[config.mk]
export PLATFORM = sky130hd
export DESIGN_NAME = depth_pixel_back_projection_top
export DESIGN_NICKNAME = d
export VERILOG_FILES = /design/src/hw/rtl/dpbp_pkg.sv /design/src/hw/rtl/depth_pixel_back_projection_top.sv /design/src/hw/rtl/dpbp_ctrl.sv /design/src/hw/rtl/dpbp_datapath.sv
export SDC_FILE = /design/constraint.sdc
export NUM_CORES = 2
export LEC_CHECK = 0
export BUFFER_PORTS_ARGS = -buffer_cell sky130_fd_sc_hd__clkbuf_2
export CORE_MARGIN = 2
export CORE_UTILIZATION = 40
export CTS_BUF_LIST = sky130_fd_sc_hd__clkbuf_16
export DETAILED_ROUTE_END_ITERATION = 6
export GPL_ROUTABILITY_DRIVEN = 1
export SYNTH_ARGS = -nofsm -noshare
export SYNTH_HDL_FRONTEND = slang
export SYNTH_SLANG_ARGS = --single-unit
[constraint.sdc]
create_clock -name clock -period 9.34 [get_ports clock]
set_input_delay 0 -clock clock [delete_from_list [all_inputs] [get_ports clock]]
set_output_delay 0 -clock clock [all_outputs]
set_load 0.01 [all_outputs]
[src/hw/rtl/dpbp_pkg.sv]
`timescale 1ns / 1ps
package dpbp_pkg;
   localparam int unsigned DivWidth = 51;
   localparam int unsigned DivSteps = 51;
   localparam logic [20:0] CountMax = 21'h1FFFFF;

   localparam logic [2:0] RegWidth   = 3'd0;
   localparam logic [2:0] RegHeight  = 3'd1;
   localparam logic [2:0] RegFocalX  = 3'd2;
   localparam logic [2:0] RegFocalY  = 3'd3;
   localparam logic [2:0] RegCenterX = 3'd4;
   localparam logic [2:0] RegCenterY = 3'd5;

   typedef enum logic [2:0] {
      ST_IDLE,
      ST_RAY,
      ST_DIV,
      ST_NEXT,
      ST_OUT
   } state_type;

   typedef struct packed {
      logic load;
      logic ray;
      logic div_start;
      logic div_step;
      logic div_store;
      logic finish;
      logic [1:0] coord;
   } cmd_type;

   typedef struct packed {
      logic keep;
      logic div_done;
   } status_type;
endpackage

[src/hw/rtl/depth_pixel_back_projection_top.sv]
`timescale 1ns / 1ps
// Channel   Handshake              Payload
// req       req_valid/req_stall    inverse depth, variance, intensity, gradients
// rsp       rsp_valid/rsp_stall    keep, point x/y/z, pass-through, index, count
// csr       psel/penable/pready    six registers at byte address 4*i
// One pixel at a time: a dropped pixel passes the accept, ray and result states; a kept
// one also runs three 51-step divides on the shared radix-2 divider, each ending with
// a store and a next state, to form X, Y and Z in turn.
// Synchronous reset clears counters and the controller; registers take defaults.
// A stalled result holds its payload; no new transaction is taken meanwhile.
module depth_pixel_back_projection_top #(
   parameter int MAX_WIDTH  = 1024,
   parameter int MAX_HEIGHT = 1024
) (
   input  logic               clock,
   input  logic               reset,
   input  logic               req_valid,
   output logic               req_stall,
   input  logic signed [23:0] req_inverse_depth,
   input  logic signed [23:0] req_depth_variance,
   input  logic [15:0]        req_pixel_intensity,
   input  logic signed [15:0] req_gradient_x,
   input  logic signed [15:0] req_gradient_y,
   output logic               rsp_valid,
   input  logic               rsp_stall,
   output logic               rsp_keep,
   output logic signed [31:0] rsp_point_x,
   output logic signed [31:0] rsp_point_y,
   output logic signed [31:0] rsp_point_z,
   output logic signed [15:0] rsp_out_gradient_x,
   output logic signed [15:0] rsp_out_gradient_y,
   output logic [15:0]        rsp_out_intensity,
   output logic signed [23:0] rsp_out_variance,
   output logic [19:0]        rsp_pixel_index,
   output logic               rsp_frame_end,
   output logic [20:0]        rsp_point_count,
   input  logic               csr_psel,
   input  logic               csr_penable,
   input  logic               csr_pwrite,
   input  logic [4:0]         csr_paddr,
   input  logic [31:0]        csr_pwdata,
   output logic [31:0]        csr_prdata,
   output logic               csr_pready
);
   logic [10:0] width_ff, height_ff;
   logic [31:0] fx_ff, fy_ff, cx_ff, cy_ff;
   logic wr;
   assign csr_pready = 1'b1;
   assign wr = csr_psel && csr_penable && csr_pwrite;

   always_ff @(posedge clock) begin
      if (reset) begin
         width_ff <= 11'd640;
         height_ff <= 11'd480;
         fx_ff <= '0;
         fy_ff <= '0;
         cx_ff <= '0;
         cy_ff <= '0;
      end else if (wr) begin
         unique case (csr_paddr[4:2])
            dpbp_pkg::RegWidth:   width_ff <= csr_pwdata[10:0];
            dpbp_pkg::RegHeight:  height_ff <= csr_pwdata[10:0];
            dpbp_pkg::RegFocalX:  fx_ff <= csr_pwdata;
            dpbp_pkg::RegFocalY:  fy_ff <= csr_pwdata;
            dpbp_pkg::RegCenterX: cx_ff <= csr_pwdata;
            dpbp_pkg::RegCenterY: cy_ff <= csr_pwdata;
            default: ;
         endcase
      end
   end

   always_comb begin
      unique case (csr_paddr[4:2])
         dpbp_pkg::RegWidth:   csr_prdata = {21'd0, width_ff};
         dpbp_pkg::RegHeight:  csr_prdata = {21'd0, height_ff};
         dpbp_pkg::RegFocalX:  csr_prdata = fx_ff;
         dpbp_pkg::RegFocalY:  csr_prdata = fy_ff;
         dpbp_pkg::RegCenterX: csr_prdata = cx_ff;
         dpbp_pkg::RegCenterY: csr_prdata = cy_ff;
         default: csr_prdata = '0;
      endcase
   end

   dpbp_pkg::cmd_type cmd;
   dpbp_pkg::status_type status;

   dpbp_ctrl u_ctrl (
      .clock(clock), .reset(reset), .req_valid(req_valid), .req_stall(req_stall),
      .rsp_valid(rsp_valid), .rsp_stall(rsp_stall), .status(status), .cmd(cmd)
   );

   dpbp_datapath #(.MAX_WIDTH(MAX_WIDTH), .MAX_HEIGHT(MAX_HEIGHT)) u_dp (
      .clock(clock), .reset(reset), .cmd(cmd), .status(status),
      .cfg_width(width_ff), .cfg_height(height_ff),
      .cfg_fx(fx_ff), .cfg_fy(fy_ff), .cfg_cx(cx_ff), .cfg_cy(cy_ff),
      .req_inverse_depth(req_inverse_depth), .req_depth_variance(req_depth_variance),
      .req_pixel_intensity(req_pixel_intensity), .req_gradient_x(req_gradient_x),
      .req_gradient_y(req_gradient_y), .rsp_keep(rsp_keep),
      .rsp_point_x(rsp_point_x), .rsp_point_y(rsp_point_y), .rsp_point_z(rsp_point_z),
      .rsp_out_gradient_x(rsp_out_gradient_x), .rsp_out_gradient_y(rsp_out_gradient_y),
      .rsp_out_intensity(rsp_out_intensity), .rsp_out_variance(rsp_out_variance),
      .rsp_pixel_index(rsp_pixel_index), .rsp_frame_end(rsp_frame_end),
      .rsp_point_count(rsp_point_count)
   );
endmodule

[src/hw/rtl/dpbp_ctrl.sv]
`timescale 1ns / 1ps
module dpbp_ctrl (
   input  logic                clock,
   input  logic                reset,
   input  logic                req_valid,
   output logic                req_stall,
   output logic                rsp_valid,
   input  logic                rsp_stall,
   input  dpbp_pkg::status_type status,
   output dpbp_pkg::cmd_type   cmd
);
   dpbp_pkg::state_type state_ff, state_in;
   logic [1:0] coord_ff, coord_in;

   always_comb begin
      state_in = state_ff;
      coord_in = coord_ff;
      unique case (state_ff)
         dpbp_pkg::ST_IDLE: if (req_valid) state_in = dpbp_pkg::ST_RAY;
         dpbp_pkg::ST_RAY: begin
            coord_in = 2'd0;
            state_in = status.keep ? dpbp_pkg::ST_DIV : dpbp_pkg::ST_OUT;
         end
         dpbp_pkg::ST_DIV: if (status.div_done) state_in = dpbp_pkg::ST_NEXT;
         dpbp_pkg::ST_NEXT: begin
            if (coord_ff == 2'd2) begin
               state_in = dpbp_pkg::ST_OUT;
            end else begin
               coord_in = coord_ff + 2'd1;
               state_in = dpbp_pkg::ST_DIV;
            end
         end
         dpbp_pkg::ST_OUT: if (!rsp_stall) state_in = dpbp_pkg::ST_IDLE;
         default: state_in = dpbp_pkg::ST_IDLE;
      endcase
   end

   always_comb begin
      cmd = '0;
      cmd.coord = coord_ff;
      req_stall = 1'b1;
      rsp_valid = 1'b0;
      unique case (state_ff)
         dpbp_pkg::ST_IDLE: begin
            req_stall = 1'b0;
            cmd.load = req_valid;
         end
         dpbp_pkg::ST_RAY: begin
            cmd.ray = 1'b1;
            cmd.div_start = status.keep;
            cmd.coord = 2'd0;
         end
         dpbp_pkg::ST_DIV: begin
            cmd.div_step = 1'b1;
            cmd.div_store = status.div_done;
         end
         dpbp_pkg::ST_NEXT: begin
            cmd.div_start = (coord_ff != 2'd2);
            cmd.coord = coord_ff + 2'd1;
         end
         dpbp_pkg::ST_OUT: begin
            rsp_valid = 1'b1;
            cmd.finish = !rsp_stall;
         end
         default: ;
      endcase
   end

   always_ff @(posedge clock) begin
      if (reset) begin
         state_ff <= dpbp_pkg::ST_IDLE;
         coord_ff <= 2'd0;
      end else begin
         state_ff <= state_in;
         coord_ff <= coord_in;
      end
   end
endmodule

[src/hw/rtl/dpbp_datapath.sv]
`timescale 1ns / 1ps
module dpbp_datapath #(
   parameter int MAX_WIDTH  = 1024,
   parameter int MAX_HEIGHT = 1024
) (
   input  logic                 clock,
   input  logic                 reset,
   input  dpbp_pkg::cmd_type    cmd,
   output dpbp_pkg::status_type status,
   input  logic [10:0]          cfg_width,
   input  logic [10:0]          cfg_height,
   input  logic signed [31:0]   cfg_fx,
   input  logic signed [31:0]   cfg_fy,
   input  logic signed [31:0]   cfg_cx,
   input  logic signed [31:0]   cfg_cy,
   input  logic signed [23:0]   req_inverse_depth,
   input  logic signed [23:0]   req_depth_variance,
   input  logic [15:0]          req_pixel_intensity,
   input  logic signed [15:0]   req_gradient_x,
   input  logic signed [15:0]   req_gradient_y,
   output logic                 rsp_keep,
   output logic signed [31:0]   rsp_point_x,
   output logic signed [31:0]   rsp_point_y,
   output logic signed [31:0]   rsp_point_z,
   output logic signed [15:0]   rsp_out_gradient_x,
   output logic signed [15:0]   rsp_out_gradient_y,
   output logic [15:0]          rsp_out_intensity,
   output logic signed [23:0]   rsp_out_variance,
   output logic [19:0]          rsp_pixel_index,
   output logic                 rsp_frame_end,
   output logic [20:0]          rsp_point_count
);
   localparam int CW = $clog2(MAX_WIDTH + 1);
   localparam int CH = $clog2(MAX_HEIGHT + 1);
   localparam int DW = (CW > CH ? CW : CH) + 1;
   localparam int NW = dpbp_pkg::DivWidth;
   localparam int SW = $clog2(dpbp_pkg::DivSteps + 1);

   logic [DW-1:0] w_use, h_use;
   logic [DW-1:0] x_ff, y_ff, x_in, y_in;
   logic [20:0] kept_ff, kept_in;
   logic [DW-1:0] xs_ff, ys_ff;
   logic signed [23:0] id_ff, var_ff;
   logic [15:0] int_ff;
   logic signed [15:0] gx_ff, gy_ff;
   logic signed [63:0] rx_ff, ry_ff;
   logic keep_ff, fend_ff;
   logic [19:0] idx_ff;
   logic signed [31:0] px_ff, py_ff, pz_ff;
   logic [NW-1:0] rem_ff, quo_ff, num_ff;
   logic [23:0] den_ff;
   logic neg_ff;
   logic [SW-1:0] step_ff;

   always_comb begin
      w_use = DW'(cfg_width);
      h_use = DW'(cfg_height);
      if (cfg_width < 11'd3) w_use = DW'(3);
      else if ({1'b0, cfg_width} > 12'(MAX_WIDTH)) w_use = DW'(MAX_WIDTH);
      if (cfg_height < 11'd3) h_use = DW'(3);
      else if ({1'b0, cfg_height} > 12'(MAX_HEIGHT)) h_use = DW'(MAX_HEIGHT);
   end

   logic last_row, last_col, border;
   assign last_row = ys_ff >= h_use - DW'(1);
   assign last_col = xs_ff >= w_use - DW'(1);
   assign border = (xs_ff == '0) || last_col || (ys_ff == '0) || last_row;
   assign status.keep = !border && (var_ff > 0) && (id_ff != 0);
   assign status.div_done = (step_ff == SW'(dpbp_pkg::DivSteps));

   // ray numerator: ray*256, magnitude taken for the unsigned divider
   logic signed [63:0] ray_sel;
   logic [63:0] ray_mag;
   logic [23:0] id_mag;
   always_comb begin
      unique case (cmd.coord)
         2'd0: ray_sel = rx_ff;
         2'd1: ray_sel = ry_ff;
         default: ray_sel = 64'sd1 <<< 24;
      endcase
      ray_mag = ray_sel[63] ? 64'(-ray_sel) : 64'(ray_sel);
      id_mag = id_ff[23] ? 24'(-id_ff) : 24'(id_ff);
   end

   logic [NW:0] trial;
   assign trial = {rem_ff, num_ff[NW-1]} - {(NW-23)'(0), den_ff};

   logic signed [NW:0] q_signed;
   logic signed [31:0] q_sat;
   always_comb begin
      q_signed = neg_ff ? -$signed({1'b0, quo_ff}) : $signed({1'b0, quo_ff});
      if (q_signed > $signed((NW+1)'(32'h7FFFFFFF))) q_sat = 32'sh7FFFFFFF;
      else if (q_signed < -$signed((NW+1)'(33'h080000000))) q_sat = 32'sh80000000;
      else q_sat = q_signed[31:0];
   end

   always_comb begin
      x_in = x_ff;
      y_in = y_ff;
      kept_in = kept_ff;
      if (cmd.ray) begin
         if (last_col && last_row) begin
            x_in = '0;
            y_in = '0;
         end else if (last_row) begin
            y_in = '0;
            x_in = xs_ff + DW'(1);
         end else begin
            y_in = ys_ff + DW'(1);
         end
         if (status.keep && kept_ff != dpbp_pkg::CountMax) kept_in = kept_ff + 21'd1;
      end
      if (cmd.finish && fend_ff) kept_in = '0;
   end

   always_ff @(posedge clock) begin
      if (reset) begin
         x_ff <= '0;
         y_ff <= '0;
         kept_ff <= '0;
      end else begin
         x_ff <= x_in;
         y_ff <= y_in;
         kept_ff <= kept_in;
      end
   end

   logic [31:0] idx_full;
   assign idx_full = 32'(xs_ff) + 32'(ys_ff) * 32'(w_use);

   always_ff @(posedge clock) begin
      if (cmd.load) begin
         xs_ff <= x_ff;
         ys_ff <= y_ff;
         id_ff <= req_inverse_depth;
         var_ff <= req_depth_variance;
         int_ff <= req_pixel_intensity;
         gx_ff <= req_gradient_x;
         gy_ff <= req_gradient_y;
         // rays are ready before the first divide starts
         rx_ff <= 64'(cfg_fx) * $signed({1'b0, x_ff}) + 64'(cfg_cx);
         ry_ff <= 64'(cfg_fy) * $signed({1'b0, y_ff}) + 64'(cfg_cy);
      end
      if (cmd.ray) begin
         keep_ff <= status.keep;
         fend_ff <= last_col && last_row;
         idx_ff <= idx_full[19:0];
         px_ff <= '0;
         py_ff <= '0;
         pz_ff <= '0;
      end
      if (cmd.div_start) begin
         // |fx*x+cx| < 2^43 for x below 4096, so ray*256 fits in 51 bits
         num_ff <= NW'(ray_mag << 8);
         den_ff <= id_mag;
         neg_ff <= ray_sel[63] ^ id_ff[23];
         rem_ff <= '0;
         quo_ff <= '0;
         step_ff <= '0;
      end else if (cmd.div_step && !status.div_done) begin
         num_ff <= num_ff << 1;
         if (!trial[NW]) begin
            rem_ff <= trial[NW-1:0];
            quo_ff <= {quo_ff[NW-2:0], 1'b1};
         end else begin
            rem_ff <= {rem_ff[NW-2:0], num_ff[NW-1]};
            quo_ff <= {quo_ff[NW-2:0], 1'b0};
         end
         step_ff <= step_ff + SW'(1);
      end
      if (cmd.div_store) begin
         unique case (cmd.coord)
            2'd0: px_ff <= q_sat;
            2'd1: py_ff <= q_sat;
            default: pz_ff <= q_sat;
         endcase
      end
   end

   assign rsp_keep = keep_ff;
   assign rsp_point_x = px_ff;
   assign rsp_point_y = py_ff;
   assign rsp_point_z = pz_ff;
   assign rsp_out_gradient_x = gx_ff;
   assign rsp_out_gradient_y = gy_ff;
   assign rsp_out_intensity = int_ff;
   assign rsp_out_variance = var_ff;
   assign rsp_pixel_index = idx_ff;
   assign rsp_frame_end = fend_ff;
   assign rsp_point_count = kept_ff;
endmodule

==> results.sh <==
export IMPL_status="finished, final reports clean"
export IMPL_fin_total_pwr_uw=9563
export IMPL_syn_inst=7119
export IMPL_numPortBuffers=382
export IMPL_netlist_cell_type_count=82
export IMPL_drt_wl_total_microns=182000
export IMPL_synth_edff_count=298
export IMPL_slew_violations=0
export IMPL_cts_sinks=702
export IMPL_overflow=0
export IMPL_cp_cell_sequence="buf_4 -> and2_1 -> fa_1 -> inv_1 -> fa_1 -> inv_1 -> fa_1 -> fa_1 -> fa_1 -> inv_1 -> fa_1 -> inv_1 -> ha_1 -> a21o_1 -> a21o_1 -> a221o_1 -> or3_1 -> a211oi_1 -> nor3_1 -> o41a_1 -> a311oi_1 -> o21ai_0 -> xnor2_1"
export IMPL_ant_nets=0
export IMPL_leakagePower_uw=0.03336
export IMPL_place_area_sq_um=68350
export IMPL_crit_family="adder cells"
export IMPL_yosys_warnings=0
export IMPL_slew_limit_headroom_pct=18.08
export IMPL_rows=147
export IMPL_wl_met2_microns=86780
export IMPL_htree_num_levels=3
export IMPL_cp_slowest_cell="dfxtp_1"
export IMPL_die_w_microns=405.6
export IMPL_r2r_end="u_dp.ry_ff[62]$_DFFE_PP_"
export IMPL_drt_pass1_iter_count=6
export IMPL_hpwl_microns=137200
export IMPL_min_period_ns=7.986
export IMPL_cts_clk_slew_worst_paths_ns=0.07
export IMPL_ff2ff_setup_slack_ns=1.35
export IMPL_maxCapViolations=0
export IMPL_drive_gt1_share_pct=8.380
export IMPL_wl_per_cell_microns=18.74
export IMPL_fin_area_sq_um=72950
export IMPL_viasPerCell=5.246
export IMPL_nNetsFinal=8803
export IMPL_hold_viol=0
export IMPL_first_global_vias=51970
export IMPL_async_flop_share_pct=0
export IMPL_period_share_pct=85.50
export IMPL_ys_seq_area_share_pct=26.41
export IMPL_critPathBufInv=5
export IMPL_gp_congestion=0.8964
export IMPL_end_kind="flip-flop"
export IMPL_cts_path_max_buffers=3
export IMPL_fmax_mhz=125.2
export IMPL_slowest_delay_ns=0.74
export IMPL_drc_errors=0
export IMPL_cp_depth=23
export IMPL_cts_root_buf="clkbuf_16"
export IMPL_clk_latency_ns=0.70
export IMPL_dieArea_sq_um=164500
export IMPL_syn_area_sq_um=64500
export IMPL_cts_buffers=82
export IMPL_critPathKind="flip-flop to flip-flop"
export IMPL_arrival_ns=8.42
export IMPL_crit_end="u_dp.ry_ff[62]$_DFFE_PP_"
export IMPL_wl_met3_microns=10800
export IMPL_cp_required_ns=9.77
export IMPL_hold_class="primary input to flip-flop"
export IMPL_whs_ns=0.03185
export IMPL_synth_area_per_cell_sq_um=9.061
export IMPL_ctsResizeCount=0
export IMPL_synth_ff_type="dfxtp_1"
export IMPL_power_density_nw_per_um2=131.1
export IMPL_grt_antenna_before_repair=15
export IMPL_fin_skew_ns=0.03684
export IMPL_area_growth_pct=13.09
export IMPL_setup_viol=0
export IMPL_rsz0062_at_grt="false"
export IMPL_cts_tree="done"
export IMPL_post_cts_buffers=0
export IMPL_grtUsageTotal_pct=22.29
export IMPL_worst_pin_slew_ns=1.223
export IMPL_worstSetupStartpointType="flip-flop"
export IMPL_highest_signal_layer="met5"
export IMPL_coreArea_sq_um=160400
export IMPL_crit_start="u_dp.y_ff[2]$_SDFFE_PP0P_"
export IMPL_tns_ns=0
export IMPL_grt_max_degree=101
export IMPL_reg2reg_depth=23
export IMPL_ir_drop_mv=0.1286
export IMPL_grt_first_pass_wirelength_microns=290000
export IMPL_path_common_cell="fa_1"
export IMPL_m1WireLength_microns=75720
export IMPL_die_h_microns=405.6
export IMPL_cp_max_fo=19
export IMPL_initial_core_util_pct=40.22
export IMPL_io_pins=386
export IMPL_dr_first_iter_drc_count=4301
export IMPL_vias=50960
export IMPL_r2r_start="u_dp.y_ff[2]$_SDFFE_PP0P_"
export IMPL_synth_seq_cells=702
## per-stage QoR
stage               setup slack, ns  util (%)  instances
global placement              1.532     42.62       9358
finish                        1.354     45.48       9714
detailed placement            1.463     42.62       9358
global route                  1.012     45.48       9712
CTS                           1.442     45.47       9702
floorplan                     2.496         -       7121
## repair_timing
item / 4_1_cts / 5_1_grt
setup endpoints to repair: 0 / 0
hold buffers: 196 / 0
endpoints found under the hold margin: 288 / 0
## placed cells by master, fill, tap and decap left out, drive strengths merged, types with 83 or more instances in the layout
cell type | synthesis | layout
a21oi | 416 | 416
fa | 864 | 864
dfxtp | 404 | 404
dlygate4sd3 | 0 | 196
ha | 321 | 321
nor2 | 192 | 192
a22oi | 157 | 157
clkbuf | 359 | 463
edfxtp | 298 | 298
nand3 | 133 | 133
nand2 | 1200 | 1200
o21ai | 252 | 252
xnor2 | 190 | 190
inv | 1094 | 1114
and2 | 403 | 403
buf | 28 | 83
xor2 | 110 | 110
## power breakdown
part	internal, uW	switching, uW
registers	3570	426
logic	952	1470
clock network	1750	1400
## state kept, by name, summed over array words and instances (netlist names), 32 cells and up
signal,count
fy_ff,32
fx_ff,32
u_dp.rsp_point_y,32
u_dp.quo_ff,51
cx_ff,32
u_dp.num_ff,43
u_dp.rem_ff,51
u_dp.rx_ff,44
cy_ff,32
u_dp.rsp_point_z,32
u_dp.ry_ff,44
u_dp.rsp_point_x,32
## how the worst min path moves through the flow
stage | start | end | slack, ns | cells after the start
floorplan | req_inverse_depth[0] | u_dp.id_ff[0]$_DFFE_PP_ | 0.1 | 0
global route | req_depth_variance[19] | u_dp.rsp_out_variance[19]$_DFFE_PP_ | 0.02 | 2
detailed placement | req_pixel_intensity[12] | u_dp.rsp_out_intensity[12]$_DFFE_PP_ | 0.18 | 1
CTS | req_depth_variance[19] | u_dp.rsp_out_variance[19]$_DFFE_PP_ | 0.0007 | 2
global placement | req_pixel_intensity[11] | u_dp.rsp_out_intensity[11]$_DFFE_PP_ | 0.18 | 1
finish | req_depth_variance[19] | u_dp.rsp_out_variance[19]$_DFFE_PP_ | 0.03 | 2
## synth_stat cells (11+ instances only)
library cell | n | area share, %
buf_1 | 13 | 0.076
and3_1 | 32 | 0.31
o22ai_1 | 11 | 0.11
o41ai_1 | 12 | 0.16
nand2_1 | 1200 | 7.0
clkbuf_1 | 359 | 2.1
nor4_1 | 50 | 0.48
buf_2 | 14 | 0.11
xor2_1 | 110 | 1.5
nand4_1 | 44 | 0.43
o21bai_1 | 21 | 0.24
o21a_1 | 15 | 0.17
and2_1 | 400 | 3.9
xnor2_1 | 190 | 2.6
inv_1 | 1094 | 6.4
a211oi_1 | 24 | 0.28
or2_2 | 14 | 0.14
a31oi_1 | 25 | 0.24
o211ai_1 | 12 | 0.14
nand2b_1 | 32 | 0.31
or3_1 | 33 | 0.32
a22oi_1 | 157 | 1.8
nor3_1 | 59 | 0.46
dfxtp_1 | 404 | 13
nor2b_1 | 32 | 0.31
a21o_1 | 71 | 0.83
a21oi_1 | 416 | 3.2
o21ai_0 | 251 | 1.9
ha_1 | 321 | 6.2
nor2_1 | 192 | 1.1
fa_1 | 864 | 27
nand3_1 | 133 | 1.0
edfxtp_1 | 298 | 14
o31ai_1 | 33 | 0.38
or4_1 | 30 | 0.35
## kinds of logic after synthesis
logic type / Yosys count / share of synthesized area (%)
fa+ha+maj: 1185 / 33.04
flops: 702 / 26.41
simple gates: 2294 / 16.68
buf+inv: 1481 / 8.651
mux: 9 / 0.1435
other cells: 1 / 0.005814
compound gates: 1147 / 10.99
xor+xnor: 300 / 4.073
## routing by layer
metal / vias up / global-route usage [%]
li1: 23580 / -
met1: 25410 / 28.51
met2: 1591 / 37.49
met3: 369 / 3.005
met4: 6 / 10.02
met5: - / 0
## worst register-to-register path, cell delays in order (launching register included)
cell      delay (ns)
dfxtp_1         0.74
buf_4           0.38
and2_1          0.19
fa_1            0.41
inv_1           0.08
fa_1            0.41
inv_1           0.08
fa_1            0.45
fa_1            0.51
fa_1            0.50
inv_1           0.05
fa_1            0.50
inv_1           0.05
ha_1            0.35
a21o_1          0.18
a21o_1          0.17
a221o_1         0.34
or3_1           0.45
a211oi_1        0.46
nor3_1          0.17
o41a_1          0.46
a311oi_1        0.46
o21ai_0         0.19
xnor2_1         0.15
## area by class of cell
type	count	area [sq um]
repair buffers	660	4496
fillers	15470	87440
clock inverters	66	550.5
clock buffers	82	2052
flip-flops and latches	702	17040
diodes	12	30.03
inverters	1094	4106
multi-input cells	4938	41980
well taps	2160	2703
Note: power is estimated with default switching activity, not from simulation.
